`config.mk`:
```
export PLATFORM = sky130hd
export DESIGN_NAME = pid_controller_clamped_top_flat
export DESIGN_NICKNAME = d
export VERILOG_FILES = /design/src/rtl/pcc_pkg.sv /design/src/rtl/pcc_sample_if.sv /design/src/rtl/pcc_result_if.sv /design/src/rtl/pcc_cfg_if.sv /design/src/rtl/pid_controller_clamped_top.sv /design/src/flat_wrapper.sv
export SDC_FILE = /design/constraint.sdc
export NUM_CORES = 2
export LEC_CHECK = 0
export BUFFER_PORTS_ARGS = -buffer_cell sky130_fd_sc_hd__buf_2
export CAP_MARGIN = 20
export CORE_MARGIN = 2
export CORE_UTILIZATION = 40
export DETAILED_ROUTE_END_ITERATION = 16
export HOLD_SLACK_MARGIN = 0.02
export MAX_ROUTING_LAYER = met4
export SYNTH_ARGS = -nofsm -noshare
export SYNTH_HDL_FRONTEND = slang
export SYNTH_SLANG_ARGS = --single-unit
```
`constraint.sdc`:
```
create_clock -name clk -period 15.25 [get_ports clk]
set_input_delay 3.05 -clock clk [delete_from_list [all_inputs] [get_ports clk]]
set_output_delay 3.05 -clock clk [all_outputs]
set_load 0.01 [all_outputs]
```
`src/rtl/pcc_pkg.sv`:
```
package pcc_pkg;

	localparam int SAMPLE_BITS_DEF    = 16;
	localparam int GAIN_FRAC_BITS_DEF = 8;
	localparam int GAIN_W             = 16;
	localparam int CFG_IDX_W          = 3;

	typedef logic [CFG_IDX_W-1:0] cfg_idx_t;

	localparam cfg_idx_t REG_KP_GAIN  = 3'd0;
	localparam cfg_idx_t REG_KI_GAIN  = 3'd1;
	localparam cfg_idx_t REG_KD_GAIN  = 3'd2;
	localparam cfg_idx_t REG_REVERSE  = 3'd3;
	localparam cfg_idx_t REG_INCR     = 3'd4;
	localparam cfg_idx_t REG_OUT_MIN  = 3'd5;
	localparam cfg_idx_t REG_OUT_MAX  = 3'd6;

	localparam logic REQ_COMPUTE = 1'b0;
	localparam logic REQ_CLEAR   = 1'b1;

	localparam logic [GAIN_W-1:0] KP_GAIN_RESET = 16'd256;

endpackage

```
`src/rtl/pcc_sample_if.sv`:
```
interface pcc_sample_if
	import pcc_pkg::*;
#(
	parameter int SAMPLE_BITS = SAMPLE_BITS_DEF
);
	logic                   valid;
	logic                   ready;
	logic                   req_type;
	logic [SAMPLE_BITS-1:0] setpoint;
	logic [SAMPLE_BITS-1:0] measurement;

	modport source (output valid, output req_type, output setpoint, output measurement,
		input ready);
	modport sink (input valid, input req_type, input setpoint, input measurement,
		output ready);
endinterface

```
`src/rtl/pcc_result_if.sv`:
```
interface pcc_result_if
	import pcc_pkg::*;
#(
	parameter int SAMPLE_BITS = SAMPLE_BITS_DEF
);
	logic                   valid;
	logic                   ready;
	logic [SAMPLE_BITS-1:0] drive;
	logic                   clamped;

	modport source (output valid, output drive, output clamped, input ready);
	modport sink (input valid, input drive, input clamped, output ready);
endinterface

```
`src/rtl/pcc_cfg_if.sv`:
```
interface pcc_cfg_if
	import pcc_pkg::*;
#(
	parameter int DATA_W = GAIN_W
);
	logic              valid;
	logic              ready;
	cfg_idx_t          index;
	logic [DATA_W-1:0] data;

	modport source (output valid, output index, output data, input ready);
	modport sink (input valid, input index, input data, output ready);
endinterface

```
`src/rtl/pid_controller_clamped_top.sv`:
```
// Clamped PID controller with derivative on measurement. Each sample item gives one
// result item; a new sample is taken every clock unless the result side stalls. The
// gain multiplies (kp and kd on the error and measurement change, ki on the error)
// run at input acceptance into the input register; the integral add-clamp, the drive
// sum, the arithmetic shift by GAIN_FRAC_BITS, the optional incremental add and the
// output clamp run as the input register advances into the result register, so the
// integral/drive recurrence closes through the result-stage registers. A clear item
// zeroes the integral and previous drive, returns drive 0 with clamped 0. The config
// port is always ready (uses cfg.data[max(16, S)-1:0]); write it only while idle.
module pid_controller_clamped_top
	import pcc_pkg::*;
#(
	parameter int SAMPLE_BITS    = SAMPLE_BITS_DEF,
	parameter int GAIN_FRAC_BITS = GAIN_FRAC_BITS_DEF
) (
	input logic         clk,
	input logic         arst_n,
	pcc_sample_if.sink  smp,
	pcc_result_if.source res,
	pcc_cfg_if.sink     cfg
);
	localparam int S  = SAMPLE_BITS;
	localparam int F  = GAIN_FRAC_BITS;
	localparam int PW = S + GAIN_W + 2;
	localparam int IW = S + F;
	localparam int W  = S + F + 20;

	// configuration
	logic [GAIN_W-1:0] kp_q, ki_q, kd_q;
	logic              rev_q, inc_q;
	logic signed [S-1:0] out_min_q, out_max_q;

	assign cfg.ready = 1'b1;

	always_ff @(posedge clk or negedge arst_n) begin
		if (!arst_n) begin
			kp_q      <= KP_GAIN_RESET;
			ki_q      <= '0;
			kd_q      <= '0;
			rev_q     <= 1'b0;
			inc_q     <= 1'b0;
			out_min_q <= {1'b1, {(S-1){1'b0}}};
			out_max_q <= {1'b0, {(S-1){1'b1}}};
		end else if (cfg.valid) begin
			case (cfg.index)
				REG_KP_GAIN: kp_q      <= cfg.data[GAIN_W-1:0];
				REG_KI_GAIN: ki_q      <= cfg.data[GAIN_W-1:0];
				REG_KD_GAIN: kd_q      <= cfg.data[GAIN_W-1:0];
				REG_REVERSE: rev_q     <= cfg.data[0];
				REG_INCR:    inc_q     <= cfg.data[0];
				REG_OUT_MIN: out_min_q <= cfg.data[S-1:0];
				REG_OUT_MAX: out_max_q <= cfg.data[S-1:0];
				default: ;
			endcase
		end
	end

	// handshake
	logic v_s1, clr_s1, res_v_q, clr_s2, adv, in_acc;

	assign adv       = v_s1 && (!res_v_q || res.ready);
	assign smp.ready = !v_s1 || adv;
	assign in_acc    = smp.valid && smp.ready;

	// input side: error, measurement change and gain products
	logic signed [S-1:0]      sp_in, meas_in, mlast_q;
	logic signed [S:0]        err, dmeas;
	logic signed [GAIN_W:0]   kp_s, ki_s, kd_s;
	logic signed [PW-1:0]     kp_err, ki_err, kd_dm;
	logic signed [PW:0]       pterm_s1;
	logic signed [PW-1:0]     iterm_s1;

	assign sp_in   = smp.setpoint;
	assign meas_in = smp.measurement;
	assign err     = (S+1)'(sp_in) - (S+1)'(meas_in);
	assign dmeas   = (S+1)'(meas_in) - (S+1)'(mlast_q);

	always_comb begin
		kp_s = $signed({1'b0, kp_q});
		ki_s = $signed({1'b0, ki_q});
		kd_s = $signed({1'b0, kd_q});
		if (rev_q) begin
			kp_s = -kp_s;
			ki_s = -ki_s;
			kd_s = -kd_s;
		end
	end

	assign kp_err = PW'(kp_s) * PW'(err);
	assign ki_err = PW'(ki_s) * PW'(err);
	assign kd_dm  = PW'(kd_s) * PW'(dmeas);

	always_ff @(posedge clk or negedge arst_n) begin
		if (!arst_n) begin
			v_s1    <= 1'b0;
			clr_s1  <= 1'b0;
			mlast_q <= '0;
		end else begin
			if (in_acc) begin
				v_s1   <= 1'b1;
				clr_s1 <= smp.req_type == REQ_CLEAR;
				if (smp.req_type == REQ_COMPUTE)
					mlast_q <= meas_in;
			end else if (adv) begin
				v_s1 <= 1'b0;
			end
		end
	end

	always_ff @(posedge clk) begin
		if (in_acc) begin
			pterm_s1 <= (PW+1)'(kp_err) - (PW+1)'(kd_dm);
			iterm_s1 <= ki_err;
		end
	end

	// recurrence: integral clamp, drive sum, shift, incremental add, clamp
	logic signed [IW-1:0] integ_q, integ_nx;
	logic signed [S-1:0]  pdrive_q, drive_nx;
	logic signed [W-1:0]  int_lo, int_hi, isum, isum_cl;
	logic signed [W-1:0]  dsum, dshift, pd_add, dinc, dcl, lim_lo, lim_hi;
	logic                 hit;

	assign lim_lo = W'(out_min_q);
	assign lim_hi = W'(out_max_q);
	assign int_lo = lim_lo <<< F;
	assign int_hi = lim_hi <<< F;
	assign isum   = W'(integ_q) + W'(iterm_s1);

	always_comb begin
		// upper limit checked first: with crossed limits a sum above it takes it, else lower
		if (isum > int_hi)
			isum_cl = int_hi;
		else if (isum < int_lo)
			isum_cl = int_lo;
		else
			isum_cl = isum;
	end

	assign integ_nx = isum_cl[IW-1:0];
	assign dsum     = W'(pterm_s1) + W'(integ_nx);
	assign dshift   = dsum >>> F;
	assign pd_add   = inc_q ? W'(pdrive_q) : W'(0);
	assign dinc     = dshift + pd_add;

	always_comb begin
		hit = 1'b1;
		if (dinc > lim_hi)
			dcl = lim_hi;
		else if (dinc < lim_lo)
			dcl = lim_lo;
		else begin
			dcl = dinc;
			hit = 1'b0;
		end
	end

	assign drive_nx = dcl[S-1:0];

	logic [S-1:0] drive_s2;
	logic         clamped_s2;

	always_ff @(posedge clk or negedge arst_n) begin
		if (!arst_n) begin
			integ_q  <= '0;
			pdrive_q <= '0;
			res_v_q  <= 1'b0;
			clr_s2   <= 1'b0;
		end else begin
			if (adv) begin
				res_v_q <= 1'b1;
				clr_s2  <= clr_s1;
				if (clr_s1) begin
					integ_q  <= '0;
					pdrive_q <= '0;
				end else begin
					integ_q  <= integ_nx;
					pdrive_q <= drive_nx;
				end
			end else if (res.ready) begin
				res_v_q <= 1'b0;
			end
		end
	end

	always_ff @(posedge clk) begin
		if (adv) begin
			drive_s2   <= clr_s1 ? '0 : drive_nx;
			clamped_s2 <= clr_s1 ? 1'b0 : hit;
		end
	end

	assign res.valid   = res_v_q;
	assign res.drive   = drive_s2;
	assign res.clamped = clamped_s2;

	// checks
	a_unclamped_in_range: assert property (@(posedge clk) disable iff (!arst_n)
		res_v_q && !clr_s2 && !clamped_s2 |->
		$signed(drive_s2) <= out_max_q && $signed(drive_s2) >= out_min_q)
		else $error("unclamped drive outside limits");

	a_stall_holds_s1: assert property (@(posedge clk) disable iff (!arst_n)
		v_s1 && !adv |=> v_s1 && $stable(pterm_s1) && $stable(clr_s1))
		else $error("input register lost a stalled item");

	a_ready_only_full: assert property (@(posedge clk) disable iff (!arst_n)
		!smp.ready |-> v_s1 && res_v_q && !res.ready)
		else $error("input stalled while pipeline has room");

endmodule
```
`src/flat_wrapper.sv`:
```
// flat-port wrapper written by rule: the top's interface ports become plain ports
module pid_controller_clamped_top_flat import pcc_pkg::*;
#(
	parameter int SAMPLE_BITS    = SAMPLE_BITS_DEF,
	parameter int GAIN_FRAC_BITS = GAIN_FRAC_BITS_DEF
)
  (clk, arst_n, smp_valid, smp_req_type, smp_setpoint, smp_measurement, smp_ready, res_valid, res_drive, res_clamped, res_ready, cfg_valid, cfg_index, cfg_data, cfg_ready);
  pcc_sample_if #(.SAMPLE_BITS(SAMPLE_BITS)) smp_i ();
  pcc_result_if #(.SAMPLE_BITS(SAMPLE_BITS)) res_i ();
  pcc_cfg_if cfg_i ();
  input logic clk;
  input logic arst_n;
  input wire logic [$bits(smp_i.valid)-1:0] smp_valid;
  input wire logic [$bits(smp_i.req_type)-1:0] smp_req_type;
  input wire logic [$bits(smp_i.setpoint)-1:0] smp_setpoint;
  input wire logic [$bits(smp_i.measurement)-1:0] smp_measurement;
  output wire logic [$bits(smp_i.ready)-1:0] smp_ready;
  output wire logic [$bits(res_i.valid)-1:0] res_valid;
  output wire logic [$bits(res_i.drive)-1:0] res_drive;
  output wire logic [$bits(res_i.clamped)-1:0] res_clamped;
  input wire logic [$bits(res_i.ready)-1:0] res_ready;
  input wire logic [$bits(cfg_i.valid)-1:0] cfg_valid;
  input wire logic [$bits(cfg_i.index)-1:0] cfg_index;
  input wire logic [$bits(cfg_i.data)-1:0] cfg_data;
  output wire logic [$bits(cfg_i.ready)-1:0] cfg_ready;
  assign smp_i.valid = smp_valid;
  assign smp_i.req_type = smp_req_type;
  assign smp_i.setpoint = smp_setpoint;
  assign smp_i.measurement = smp_measurement;
  assign smp_ready = smp_i.ready;
  assign res_valid = res_i.valid;
  assign res_drive = res_i.drive;
  assign res_clamped = res_i.clamped;
  assign res_i.ready = res_ready;
  assign cfg_i.valid = cfg_valid;
  assign cfg_i.index = cfg_index;
  assign cfg_i.data = cfg_data;
  assign cfg_ready = cfg_i.ready;
  pid_controller_clamped_top #(.SAMPLE_BITS(SAMPLE_BITS), .GAIN_FRAC_BITS(GAIN_FRAC_BITS)) u_core (.clk(clk), .arst_n(arst_n), .smp(smp_i), .res(res_i), .cfg(cfg_i));
endmodule
```
-- After elaboration in Yosys (flattened, before gate mapping)
Index checks and enable logic that the tools add are counted.
- multiplexer cells: 16
- reduce and logical (&&, ||, !) cells: 17
- bitwise gates (word level): 1
- equal/unequal tests: 6
- $lt $le $gt $ge: 4
- multipliers: 3
- add/sub/neg operators: 9
- operator list (cell ; number):
    multiplier 17 x 17 -> 34 bit ; 3
    two-way mux 24 bit ; 3
    two-way mux 17 bit ; 3
    negator 16 -> 17 bit ; 3
    two-way mux 16 bit ; 3
    adder 28 x 44 -> 44 bit ; 1
    > comparator 44 x 16 -> 1 bit ; 1
    less-than comparator 44 x 16 -> 1 bit ; 1
    two-way mux 44 bit ; 1
    adder 35 x 24 -> 36 bit ; 1
    adder 24 x 34 -> 35 bit ; 1
    > comparator 35 x 24 -> 1 bit ; 1
    less-than comparator 35 x 24 -> 1 bit ; 1
    subtractor 34 x 34 -> 35 bit ; 1
    subtractor 16 x 16 -> 17 bit ; 2
    AND reduction 2 bit ; 8
    == test 3 bit (second input constant) ; 3
    == test 3 x 2 -> 1 bit (second input constant) ; 2
    two-way mux 1 bit ; 6
    nonzero test 2 bit ; 2
    == test 3 x 1 -> 1 bit (second input constant) ; 1
    zero test 3 bit ; 1
    logical AND 1 bit ; 2
    zero test 1 bit ; 2
    other kinds (2) ; 3
- bits of input ports: 57
- word-level logic and storage cells: 73
- flip-flop bits (word level): 227

-- Logic depth before layout (Yosys ltp)
- depth after elaboration: 10
- gate-level depth with buffers: 57
- gate-level depth less buffers: 54

-- Worst setup path after synthesis
No wires, ideal clock.
- kind: register to register
- start: reg u_core.integ_q[0]
- end: reg u_core.drive_s2[2], in the netlist u_core.res.drive[2], data pin
- cell stages (with the launch flop): 55
- period minus slack after synthesis: 12.099 ns
- slack: 3.151 ns
- buffers on the path: 3
- data arrival time: 11.837 ns
- cell sequence: dfrtp_1 > ha_1 > inv_1 > fa_1 > and2b_1 > o2111a_1 > o21ai_1 > a311o_1 > o32ai_1 > a21oi_2 > nor4_2 > o211ai_1 > a31oi_1 > a31oi_1 > ha_1 > nand4_1 > nor4_1 > nand4_1 > [19 not listed] > nor2_1 > a211oi_1 > o31ai_1 > a2111oi_2 > o21ai_0 > a41o_1 > xor2_1 > ha_1 > a21o_1 > a21o_1 > a21oi_1 > o21ai_0 > a2111oi_0 > a21oi_1 > or3_1 > mux2i_2 > buf_2 > o31ai_1
- word-level cells in the longest chain between the ends: 10
- ends and longest elaborated chain (item ; RTL line ; source):
    start, declared ; pid_controller_clamped_top.sv:118 ; logic signed [IW-1:0] integ_q, integ_nx;
    start signal, assigned ; pid_controller_clamped_top.sv:177 ; integ_q <= integ_nx;
    adder 24 x 34 -> 35 bit * ; pid_controller_clamped_top.sv:128 ; assign isum = W'(integ_q) + W'(iterm_s1);
    less-than comparator 35 x 24 -> 1 bit ; pid_controller_clamped_top.sv:134 ; else if (isum < int_lo)
    two-way mux 24 bit ; pid_controller_clamped_top.sv:134 ;
    two-way mux 24 bit * ; pid_controller_clamped_top.sv:132 ; if (isum > int_hi)
    adder 35 x 24 -> 36 bit * ; pid_controller_clamped_top.sv:141 ; assign dsum = W'(pterm_s1) + W'(integ_nx);
    adder 28 x 44 -> 44 bit * ; pid_controller_clamped_top.sv:144 ; assign dinc = dshift + pd_add;
    less-than comparator 44 x 16 -> 1 bit ; pid_controller_clamped_top.sv:150 ; else if (dinc < lim_lo)
    two-way mux 16 bit ; pid_controller_clamped_top.sv:150 ;
    two-way mux 16 bit * ; pid_controller_clamped_top.sv:148 ; if (dinc > lim_hi)
    two-way mux 16 bit * ; - ;
    end signal, assigned ; pid_controller_clamped_top.sv:188 ; drive_s2 <= clr_s1 ? '0 : drive_nx;
    end, declared ; pid_controller_clamped_top.sv:160 ; logic [S-1:0] drive_s2;
Mark *: on every way between the ends. The rest lies on a longest branch, timed or not.
A chain may end at the register's enable or synchronous reset.

-- Worst setup path in the final report
- start: reg u_core.integ_q[0]
- end: reg u_core.drive_s2[3], in the netlist u_core.res.drive[3], data pin
The elaborated chain is that of the path after synthesis.

==> metrics.txt <==
# TYPE chip_impl_metric gauge
chip_impl_metric{name="clk_pin_slew",unit="ns"} 0.07
chip_impl_metric{name="clock_tree.htree_level_count",unit=""} 1
chip_impl_metric{name="pin_count",unit=""} 77
chip_impl_metric{name="grt_start_max_net_pins",unit=""} 78
chip_impl_metric{name="dr.first_iter.drc_count",unit=""} 3248
chip_impl_metric{name="antenna_found_initial",unit=""} 14
chip_impl_metric{name="dp.final_hpwl",unit="um"} 133000
chip_impl_metric{name="synth-async-reset-ratio",unit="%"} 62.1
chip_impl_metric{name="grt_first_pass_wirelength",unit="um"} 244000
chip_impl_info{name="tritoncts",value="built"} 1
chip_impl_metric{name="dieHeight",unit="um"} 363
chip_impl_metric{name="synth_seq_area_share",unit="%"} 11.9
chip_impl_metric{name="finalWirelength",unit="um"} 158000
chip_impl_metric{name="cpPeakStageDelay",unit="ns"} 0.61
chip_impl_metric{name="r2r_slack",unit="ns"} 1.39
chip_impl_info{name="critical-path-top-cell-by-count",value="sky130_fd_sc_hd__ha_1"} 1
chip_impl_info{name="worstHoldPathType",value="flop to flop"} 1
chip_impl_metric{name="effective_utilization_at_floorplan",unit="%"} 40.3
chip_impl_metric{name="clock_skew",unit="ns"} 0.0189
chip_impl_metric{name="ys_seq_elements",unit=""} 227
chip_impl_metric{name="syn_to_final_growth",unit="%"} 7.26
chip_impl_metric{name="yosysWarningCount",unit=""} 0
chip_impl_metric{name="postCtsSetupBuffers",unit=""} 0
chip_impl_metric{name="synth_largest_type_area_fraction",unit="%"} 37.4
chip_impl_metric{name="ff_latch_area",unit="um^2"} 6130
chip_impl_metric{name="number_of_hold_slack_violations_in_the_final_timing_report",unit=""} 0
chip_impl_metric{name="antenna_viol_nets_final",unit=""} 0
chip_impl_info{name="worstSetupPathType",value="flop to flop"} 1
chip_impl_info{name="grt_setup_unrepaired",value="no"} 1
chip_impl_metric{name="drt_pass1_iterations",unit=""} 7
chip_impl_metric{name="setup-tns-final",unit="ns"} 0
chip_impl_metric{name="final.period_utilization",unit="%"} 90.9
chip_impl_metric{name="timing.critical_path.required",unit="ns"} 15.60
chip_impl_metric{name="gp_routability_congestion",unit=""} 0.963
chip_impl_metric{name="drc",unit=""} 0
chip_impl_metric{name="clock-sinks",unit=""} 227
chip_impl_metric{name="total_area_of_multi_input_combinational_cells",unit="um^2"} 41200
chip_impl_metric{name="synthesis.area_per_instance",unit="um^2"} 9.35
chip_impl_metric{name="numPortBuffers",unit=""} 75
chip_impl_metric{name="timing_max_transition_violations_final",unit=""} 0
chip_impl_metric{name="horizontal_extent_of_the_die",unit="um"} 363
chip_impl_metric{name="number_of_global_route_vias_before_repair",unit=""} 40800
chip_impl_metric{name="die_area",unit="um^2"} 131000
chip_impl_metric{name="cts-resized-gates",unit=""} 0
chip_impl_metric{name="highest_achievable_clock_rate",unit="MHz"} 72.2
chip_impl_info{name="crit_slowest_cell",value="sky130_fd_sc_hd__or4_1"} 1
chip_impl_metric{name="arrival_time_at_the_worst_endpoint",unit="ns"} 14.21
chip_impl_metric{name="synth_nets",unit=""} 7022
chip_impl_metric{name="synth.lib_cells_used.distinct",unit=""} 93
chip_impl_metric{name="drt-vias-per-instance",unit=""} 5.45
chip_impl_metric{name="wire_per_inst",unit="um"} 21.9
chip_impl_metric{name="number_of_flops_mapped_to_enable_cells_by_yosys",unit=""} 86
chip_impl_metric{name="maxSlewHeadroom",unit="%"} 21.2
chip_impl_metric{name="timing.final.crit_period",unit="ns"} 13.86
chip_impl_metric{name="worst_hold_margin",unit="ns"} 0.487
chip_impl_metric{name="max_slew.worst_pin.slew",unit="ns"} 1.17
chip_impl_metric{name="timing.final.setup_violations",unit=""} 0
chip_impl_metric{name="mappedNetlistArea",unit="um^2"} 51400
chip_impl_metric{name="cts_hold_buf",unit=""} 0
chip_impl_metric{name="final.fill_count",unit=""} 12400
chip_impl_info{name="cts-root-buf",value="sky130_fd_sc_hd__clkbuf_16"} 1
chip_impl_metric{name="max-cap-violations",unit=""} 0
chip_impl_metric{name="netlist_instances",unit=""} 5498
chip_impl_info{name="ys_dominant_reg_cell",value="sky130_fd_sc_hd__dfrtp_1"} 1
chip_impl_metric{name="clk_latency",unit="ns"} 0.62
chip_impl_metric{name="tritoncts.num_buffers",unit=""} 28
chip_impl_info{name="synth_area_leader_cell",value="sky130_fd_sc_hd__fa_1"} 1
chip_impl_metric{name="design.core.area",unit="um^2"} 128000
chip_impl_info{name="outcome",value="finished, final reports clean"} 1
chip_impl_metric{name="crit_fanout",unit=""} 29
chip_impl_metric{name="final_layout_size_suffix_gt1_share",unit="%"} 7.16
chip_impl_metric{name="maximum_buffer_depth_of_the_clock_tree",unit=""} 3
chip_impl_metric{name="row_count",unit=""} 131
chip_impl_metric{name="via_count",unit=""} 39400
chip_impl_metric{name="final_nets",unit=""} 7059
chip_impl_info{name="synth.top_cells.by_area",value="sky130_fd_sc_hd__fa_1 (37%), sky130_fd_sc_hd__ha_1 (12%), sky130_fd_sc_hd__inv_1 (7.0%)"} 1
chip_impl_info{name="crit_path_start_kind",value="flop"} 1
chip_impl_metric{name="grtUsageTotal",unit="%"} 25.2
chip_impl_metric{name="overflow",unit=""} 0
chip_impl_info{name="cp-end-kind",value="flop"} 1
==> cell type report <==
class,count,share of cell area [%]
clock buffers,33,1.42
diodes,6,0.0272
well taps,1662,3.77
multi-input cells,4145,74.6
flip-flops and latches,227,11.1
repair buffers,173,2.05
inverters,960,6.53
clock inverters,19,0.445
==> synthesized netlist by cell type (8+ instances only) <==
library cell and number:
sky130_fd_sc_hd__a211o_1 8, sky130_fd_sc_hd__a211oi_1 27, sky130_fd_sc_hd__a21boi_0 8, sky130_fd_sc_hd__a21o_1 90, sky130_fd_sc_hd__a21oi_1 208, sky130_fd_sc_hd__a22o_1 17
sky130_fd_sc_hd__a31oi_1 27, sky130_fd_sc_hd__and2_1 81, sky130_fd_sc_hd__and3_1 32, sky130_fd_sc_hd__buf_2 15, sky130_fd_sc_hd__clkbuf_1 146, sky130_fd_sc_hd__dfrtp_1 124
sky130_fd_sc_hd__dfstp_2 17, sky130_fd_sc_hd__edfxtp_1 86, sky130_fd_sc_hd__fa_1 960, sky130_fd_sc_hd__ha_1 507, sky130_fd_sc_hd__inv_1 958, sky130_fd_sc_hd__mux2_2 81
sky130_fd_sc_hd__mux2i_1 24, sky130_fd_sc_hd__nand2_1 565, sky130_fd_sc_hd__nand2b_1 51, sky130_fd_sc_hd__nand3_1 40, sky130_fd_sc_hd__nand3b_1 29, sky130_fd_sc_hd__nand4_1 58
sky130_fd_sc_hd__nor2_1 521, sky130_fd_sc_hd__nor2b_1 33, sky130_fd_sc_hd__nor3_1 45, sky130_fd_sc_hd__o211ai_1 33, sky130_fd_sc_hd__o21a_1 26, sky130_fd_sc_hd__o21ai_0 140
sky130_fd_sc_hd__o21ai_1 15, sky130_fd_sc_hd__o21bai_1 27, sky130_fd_sc_hd__o31a_1 12, sky130_fd_sc_hd__o31ai_1 25, sky130_fd_sc_hd__o41ai_1 10, sky130_fd_sc_hd__or2_2 21
sky130_fd_sc_hd__or3_1 24, sky130_fd_sc_hd__xnor2_1 180, sky130_fd_sc_hd__xor2_1 89
==> layer usage <==
layer / routed length (um) / global-route usage, % / part of all wire (%)
met1: 65900 / 32.7 / 42
met2: 74800 / 40.7 / 47
met3: 10700 / 3.37 / 6.8
met4: 6700 / 8.45 / 4.2
met5: 0 / - / 0
==> cell families (layout without fill, tap and decap cells) <==
kind of cell	count (synthesis)	after routing	synth area share, %
AO/OA/AOI/OAI	755	755	9.65
XOR/XNOR	269	269	4.58
adder cells (fa/ha/maj)	1467	1467	49.7
buffers and inverters	1126	1185	8.27
flip-flops	227	227	11.9
multiplexers	107	107	2.29
other	1	7	0.00729
AND/OR/NAND/NOR	1546	1546	13.6
==> cell usage in the layout (no fill, tap or decap), types with 29 or more instances in the layout <==
cell type and count:
sky130_fd_sc_hd__a21o_1 90, sky130_fd_sc_hd__a21oi_1 206, sky130_fd_sc_hd__and2_1 81, sky130_fd_sc_hd__and3_1 32, sky130_fd_sc_hd__buf_2 74, sky130_fd_sc_hd__buf_4 95
sky130_fd_sc_hd__clkbuf_16 30, sky130_fd_sc_hd__dfrtp_1 123, sky130_fd_sc_hd__edfxtp_1 86, sky130_fd_sc_hd__fa_1 960, sky130_fd_sc_hd__ha_1 507, sky130_fd_sc_hd__inv_1 957
sky130_fd_sc_hd__mux2_2 81, sky130_fd_sc_hd__nand2_1 565, sky130_fd_sc_hd__nand2b_1 51, sky130_fd_sc_hd__nand3_1 40, sky130_fd_sc_hd__nand3b_1 29, sky130_fd_sc_hd__nand4_1 58
sky130_fd_sc_hd__nor2_1 521, sky130_fd_sc_hd__nor2b_1 33, sky130_fd_sc_hd__nor3_1 43, sky130_fd_sc_hd__o211ai_1 33, sky130_fd_sc_hd__o21ai_0 140, sky130_fd_sc_hd__xnor2_1 171
sky130_fd_sc_hd__xor2_1 87
==> critical path, delay by kind of cell, from the launching register on <==
kind,cells,cell delay (ns)
AO/OA/AOI/OAI,28,6.76
XOR/XNOR,2,0.32
adder cells (fa/ha/maj),6,1.93
buffers and inverters,2,0.29
flip-flops,1,0.35
multiplexers,2,0.81
AND/OR/NAND/NOR,11,3.10
==> worst paths after layout <==
check                             startpoint  cells past startpoint                  end
setup / recovery           u_core.integ_q[0]                     51  u_core.res.drive[3]
hold / removal             u_core.mlast_q[6]                      2    u_core.mlast_q[6]
setup reg to reg           u_core.integ_q[0]                     51  u_core.res.drive[3]
hold reg to reg            u_core.mlast_q[6]                      2    u_core.mlast_q[6]
max in group asynchronous             arst_n                      2       u_core.kd_q[1]
min in group asynchronous             arst_n                      1  u_core.out_min_q[0]
==> per-stage QoR <==
step                setup WS [ns]  utilization, %  instance area, um^2  instances
finish                       1.39            43.3                55200       7225
global route                0.141            43.2                55100       7222
CTS                          1.36            43.2                55000       7207
detailed placement           1.42            42.4                54000       7155
global placement             1.64            42.3                54000       7151
floorplan                    3.15               -                51400       5498
==> sequential cells by signal, indices dropped and copies added (netlist names) <==
register	cells
u_core.pdrive_q	16
u_core.integ_q	24
u_core.iterm_s1	34
u_core.out_min_q	16
u_core.mlast_q	16
u_core.res.clamped	1
u_core.out_max_q	16
u_core.v_s1	1
u_core.kp_q	16
u_core.clr_s1	1
u_core.pterm_s1	35
u_core.rev_q	1
u_core.inc_q	1
u_core.ki_q	16
u_core.kd_q	16
u_core.res.valid	1
u_core.res.drive	16
Power is not shown: default switching activity piles up to over one toggle a cycle in this logic, so the estimate is an artifact.
